==> config.mk <==
export PLATFORM = sky130hd
export DESIGN_NAME = pcbn_iou
export DESIGN_NICKNAME = d
export VERILOG_FILES = /design/src/pcbn_pkg.sv /design/src/pcbn_iou.sv
export SDC_FILE = /design/constraint.sdc
export NUM_CORES = 2
export LEC_CHECK = 0
export BUFFER_PORTS_ARGS = -buffer_cell sky130_fd_sc_hd__buf_4
export CORE_ASPECT_RATIO = 1.4
export CORE_UTILIZATION = 45
export DETAILED_ROUTE_END_ITERATION = 10
export SYNTH_ARGS = -nofsm -noshare
export SYNTH_HDL_FRONTEND = slang
export SYNTH_SLANG_ARGS = --single-unit
==> constraint.sdc <==
create_clock -name clk_i -period 13.8 [get_ports clk_i]
set_input_delay 0 -clock clk_i [delete_from_list [all_inputs] [get_ports clk_i]]
set_output_delay 0 -clock clk_i [all_outputs]
set_load 0.005 [all_outputs]
==> src/pcbn_pkg.sv <==
`timescale 1ns / 1ps
// ----------------------------------------------------------------------------
// pcbn_pkg
// shared constants and types of the per-class box nms core
// ----------------------------------------------------------------------------
package pcbn_pkg;

  localparam int MAX_BOXES = 64;
  localparam int IDX_W     = $clog2(MAX_BOXES);
  localparam int CNT_W     = $clog2(MAX_BOXES + 1);
  localparam int EDGE_W    = 16;
  localparam int COORD_W   = 4 * EDGE_W;
  localparam int SCORE_W   = 16;
  localparam int CLASS_W   = 7;
  localparam int SC_W      = SCORE_W + CLASS_W;
  localparam int THR_W     = 17;
  localparam int PADDR_W   = 3;

  localparam logic [THR_W-1:0] THR_RESET = 17'd32768;
  localparam logic             REG_THR   = 1'b0;

  // result of the overlap unit
  typedef struct packed {
    logic done;
    logic hit;
  } iou_res_t;

endpackage

==> src/pcbn_iou.sv <==
`timescale 1ns / 1ps
// ----------------------------------------------------------------------------
// pcbn_iou
// multi-cycle overlap test: intersection * 65536 > threshold * union
// ----------------------------------------------------------------------------
module pcbn_iou (
  input  logic                      clk_i,
  input  logic                      rst_ni,
  input  logic                      start_i,
  input  logic [pcbn_pkg::COORD_W-1:0] box_a_i,
  input  logic [pcbn_pkg::COORD_W-1:0] box_b_i,
  input  logic [pcbn_pkg::THR_W-1:0]   thr_i,
  output pcbn_pkg::iou_res_t        res_o
);
  import pcbn_pkg::*;

  logic [COORD_W-1:0] a_q, b_q;
  logic [6:0]         stg_q;

  logic [EDGE_W-1:0] ax0, ay0, ax1, ay1, bx0, by0, bx1, by1;
  logic [EDGE_W-1:0] left, right, top, bottom;

  logic              disj_q;
  logic [EDGE_W-1:0] iw_q, ih_q;
  logic signed [16:0] aw_q, ah_q, bw_q, bh_q;
  logic [31:0]        inter_q;
  logic signed [33:0] area_a_q, area_b_q;
  logic signed [35:0] uni_q;
  logic [34:0]        p_lo_q;
  logic signed [35:0] p_hi_q;
  logic signed [53:0] lhs, rhs;

  assign ax0 = a_q[15:0];  assign ay0 = a_q[31:16];
  assign ax1 = a_q[47:32]; assign ay1 = a_q[63:48];
  assign bx0 = b_q[15:0];  assign by0 = b_q[31:16];
  assign bx1 = b_q[47:32]; assign by1 = b_q[63:48];

  assign left   = (ax0 > bx0) ? ax0 : bx0;
  assign right  = (ax1 < bx1) ? ax1 : bx1;
  assign top    = (ay0 > by0) ? ay0 : by0;
  assign bottom = (ay1 < by1) ? ay1 : by1;

  always_ff @(posedge clk_i or negedge rst_ni) begin
    if (!rst_ni) begin
      stg_q <= '0;
    end else begin
      stg_q <= {stg_q[5:0], start_i};
    end
  end

  always_ff @(posedge clk_i) begin
    if (start_i) begin
      a_q <= box_a_i;
      b_q <= box_b_i;
    end
    if (stg_q[0]) begin
      disj_q <= (top > bottom) || (left > right);
      iw_q   <= right - left;
      ih_q   <= bottom - top;
      aw_q   <= $signed({1'b0, ax1}) - $signed({1'b0, ax0});
      ah_q   <= $signed({1'b0, ay1}) - $signed({1'b0, ay0});
      bw_q   <= $signed({1'b0, bx1}) - $signed({1'b0, bx0});
      bh_q   <= $signed({1'b0, by1}) - $signed({1'b0, by0});
    end
    if (stg_q[1]) begin
      inter_q  <= iw_q * ih_q;
      area_a_q <= aw_q * ah_q;
    end
    if (stg_q[2]) begin
      area_b_q <= bw_q * bh_q;
    end
    if (stg_q[3]) begin
      uni_q <= 36'(area_a_q) + 36'(area_b_q) - $signed({4'b0, inter_q});
    end
    // threshold times union in two partial products
    if (stg_q[4]) begin
      p_lo_q <= thr_i * uni_q[17:0];
    end
    if (stg_q[5]) begin
      p_hi_q <= $signed({1'b0, thr_i}) * $signed(uni_q[35:18]);
    end
  end

  assign lhs = $signed({6'b0, inter_q, 16'b0});
  assign rhs = (54'(p_hi_q) <<< 18) + $signed({19'b0, p_lo_q});

  assign res_o.done = stg_q[6];
  assign res_o.hit  = !disj_q && (lhs > rhs);

endmodule

==> results.tsv <==
stage	metric	value	unit
setup_path	cp-start-kind	register	
cts	insertion_delay	0.64	ns
setup_path	cp_cell_sequence	nand2_1 -> fa_1 -> inv_1 -> fa_1 -> inv_1 -> fa_1 -> inv_1 -> fa_1 -> fa_1 -> inv_1 -> fa_1 -> inv_1 -> ha_1 -> and4_4 -> a31o_1 -> a311oi_2 -> a31oi_1 -> a221o_1 -> a41o_1 -> o41a_1 -> a21o_1 -> a21oi_2 -> xnor2_1	
route	postRouteAntennaNets	0	
placed_design	hpwl	156000	um
setup_path	crit_path_top_delay_cell	edfxtp_1	
synth	synth_area_leader_cell	fa_1	
cts	htree_levels	2	
global_route	antenna_found_initial	1	
synth	yosysSeqAreaShare	18.0	%
final_layout	fin_util	49.2	%
setup_path	cp.arrival	7.65	ns
timing	period_share	52.8	%
timing	finalClockSkew	0.0404	ns
setup_path	crit_buf_inv	5	
placed_design	io_buffers	149	
synth	synth_edf_count	436	
timing	rsz0062_at_grt	false	
final_layout	drive_gt1_share	4.00	%
cts	cts-resized-gates	0	
synth	syn_avg_cell_area	9.86	um^2
cts	cts_buffer_depth	3	
timing	slew-limit-headroom	31.2	%
cts	clk_pin_slew	0.06	ns
final_layout	num-nets-final	9850	
synth	synth.top_cell.area_share	35.3	%
route	drt_iter0_markers	2537	
cts	cts_tree	done	
global_route	grt-ovfl-total	0	
global_route	grt_max_degree	72	
outcome	status	complete, no violations	
synth	postSynthCellCount	7499	
timing	drv_slew	0	
synth	netlist_area	73900	um^2
setup_path	crit_required	14.17	ns
timing	fin_tns_setup	0	ns
die	die_h	482	um
synth	synthTopCellsByArea	fa_1 35%, edfxtp_1 18%, ha_1 13%	
global_route	grt_use_total	23.9	%
setup_path	crit_type	reg2reg	
die	die_x	345	um
setup_path	crit_family	adder cells	
synth	syn-num-nets	9710	
setup_path	crit_fanout	17	
die	start_util	45.4	%
global_route	grt_pass1_wl	308000	um
synth	ys_warn_count	0	
timing	setup_violations	0	
die	io-pin-count	150	
route	viasPerCell	5.19	
die	die-area	166000	um^2
route	totalWireLength	191000	um
cts	cts_root_buf	clkbuf_16	
placed_design	place_congestion	0.918	
timing	hold_viol	0	
hold_path	hold_class	in2reg	
timing	period_minus_slack	7.28	ns
setup_path	critPathCaptureType	register	
route	drt-pass1-iter-count	6	
synth	synthFlopType	edfxtp_1	
global_route	grt_pass1_vias	56300	
cts	clock-sinks	443	
setup_path	critPathMostFrequentCell	fa_1	
timing	fmaxAchievable	137	MHz
route	wl_per_cell	19.5	um
timing	worst_slew_pin_slew	1.03	ns
die	coreArea	163000	um^2
setup_path	slowest_delay	0.77	ns
route	num_vias	50900	
final_layout	syn2layout_area_growth	8.20	%
synth	synth_seq_cells	443	
cts	numCtsBuffers	48	
final_layout	diodes	0	
synth	synth_common_cells	1662 x inv_1, 1304 x fa_1, 847 x nand2_1, 759 x ha_1, 709 x and2_1	
synth	async_flop_share	1.58	%
synth	synth_cell_types	79	
flow_run	maxCapViolCount	0	
synth	yosys.cell_count.top_type	inv_1	
die	rows	175	
route	drc	0	
cell type report:
cell class | instances | area (um^2)
clock buffer | 55 | 1250
tap | 2124 | 2660
multi-input combinational | 5176 | 53600
timing repair buffer | 307 | 2630
inverter | 1663 | 6240
clock inverter | 33 | 340
sequential | 443 | 13300
fill | 14900 | 82700
sequential cells by signal, indices dropped and copies added (netlist names), 16 cells and up:
register  cells
aw_q         17
a_q          64
p_hi_q       36
bw_q         17
iw_q         16
ih_q         16
b_q          64
ah_q         17
inter_q      32
p_lo_q       35
bh_q         17
area_b_q     34
area_a_q     34
uni_q        36
cell families (layout without fill, tap and decap cells):
logic type / Yosys count / in the layout / share of synthesized area (%)
AO/OA/AOI/OAI: 675 / 675 / 6.03
AND/OR/NAND/NOR: 2090 / 2090 / 14.0
flip-flops: 443 / 443 / 18.0
multiplexers: 70 / 70 / 1.00
adder cells (fa/ha/maj): 2063 / 2063 / 48.2
buffers and inverters: 1880 / 2058 / 9.57
XOR/XNOR: 278 / 278 / 3.29
path summary, 6_finish.rpt:
check                         start         end  slack [ns]  cells after the start
setup / recovery           uni_q[7]  p_lo_q[32]        6.52                     23
hold / removal             thr_i[0]   p_lo_q[0]        0.06                      2
setup reg to reg           uni_q[7]  p_lo_q[32]        6.52                     23
hold reg to reg            stg_q[5]  p_hi_q[12]        0.55                      0
max in group asynchronous    rst_ni    stg_q[0]       12.64                      3
min in group asynchronous    rst_ni    stg_q[6]        0.59                      3
routing by layer:
| layer | vias to the layer above | share of wire (%) | routed length (um) | GRT usage [%] |
|---|---|---|---|---|
| met5 | - | 0 | 0 | 0 |
| met4 | 0 | 5.1 | 9680 | 10.4 |
| met3 | 337 | 3.3 | 6390 | 1.93 |
| met2 | 1143 | 52 | 100000 | 44.1 |
| met1 | 25900 | 39 | 74900 | 28.2 |
| li1 | 23500 | - | - | - |
cell usage in the layout, fill, tap and decap left out, types with 38 or more instances in the layout:
master / instances
inv_1: 1662
fa_1: 1304
nand2_1: 847
ha_1: 759
and2_1: 709
edfxtp_1: 436
nor2_1: 215
xnor2_1: 190
a21oi_1: 185
buf_4: 176
dlygate4sd3_1: 131
o21ai_0: 117
a21o_1: 100
xor2_1: 88
nor2b_1: 57
nand2b_1: 53
nand3_1: 53
clkbuf_16: 49
o21a_1: 45
nor3_1: 42
mux2i_1: 38
what timing repair did:
| item | 4_1_cts | 5_1_grt |
|---|---|---|
| hold buffers | 131 | 0 |
| hold endpoints to repair | 193 | 0 |
| setup buffers | 0 | 0 |
metrics by stage:
step / hold slack (ns) / worst slack (ns) / instance area [um^2] / cells
after floorplan: -0.296 / 7.15 / 73900 / 7499
after global placement: -0.121 / 6.51 / 77100 / 9582
after detailed placement: -0.126 / 6.48 / 77100 / 9582
after CTS: 0.0140 / 6.52 / 80000 / 9801
after global routing: 0.0524 / 6.10 / 80000 / 9801
final: 0.0601 / 6.52 / 80000 / 9801
Power is not shown: default switching activity piles up to over one toggle a cycle in this logic, so the estimate is an artifact.
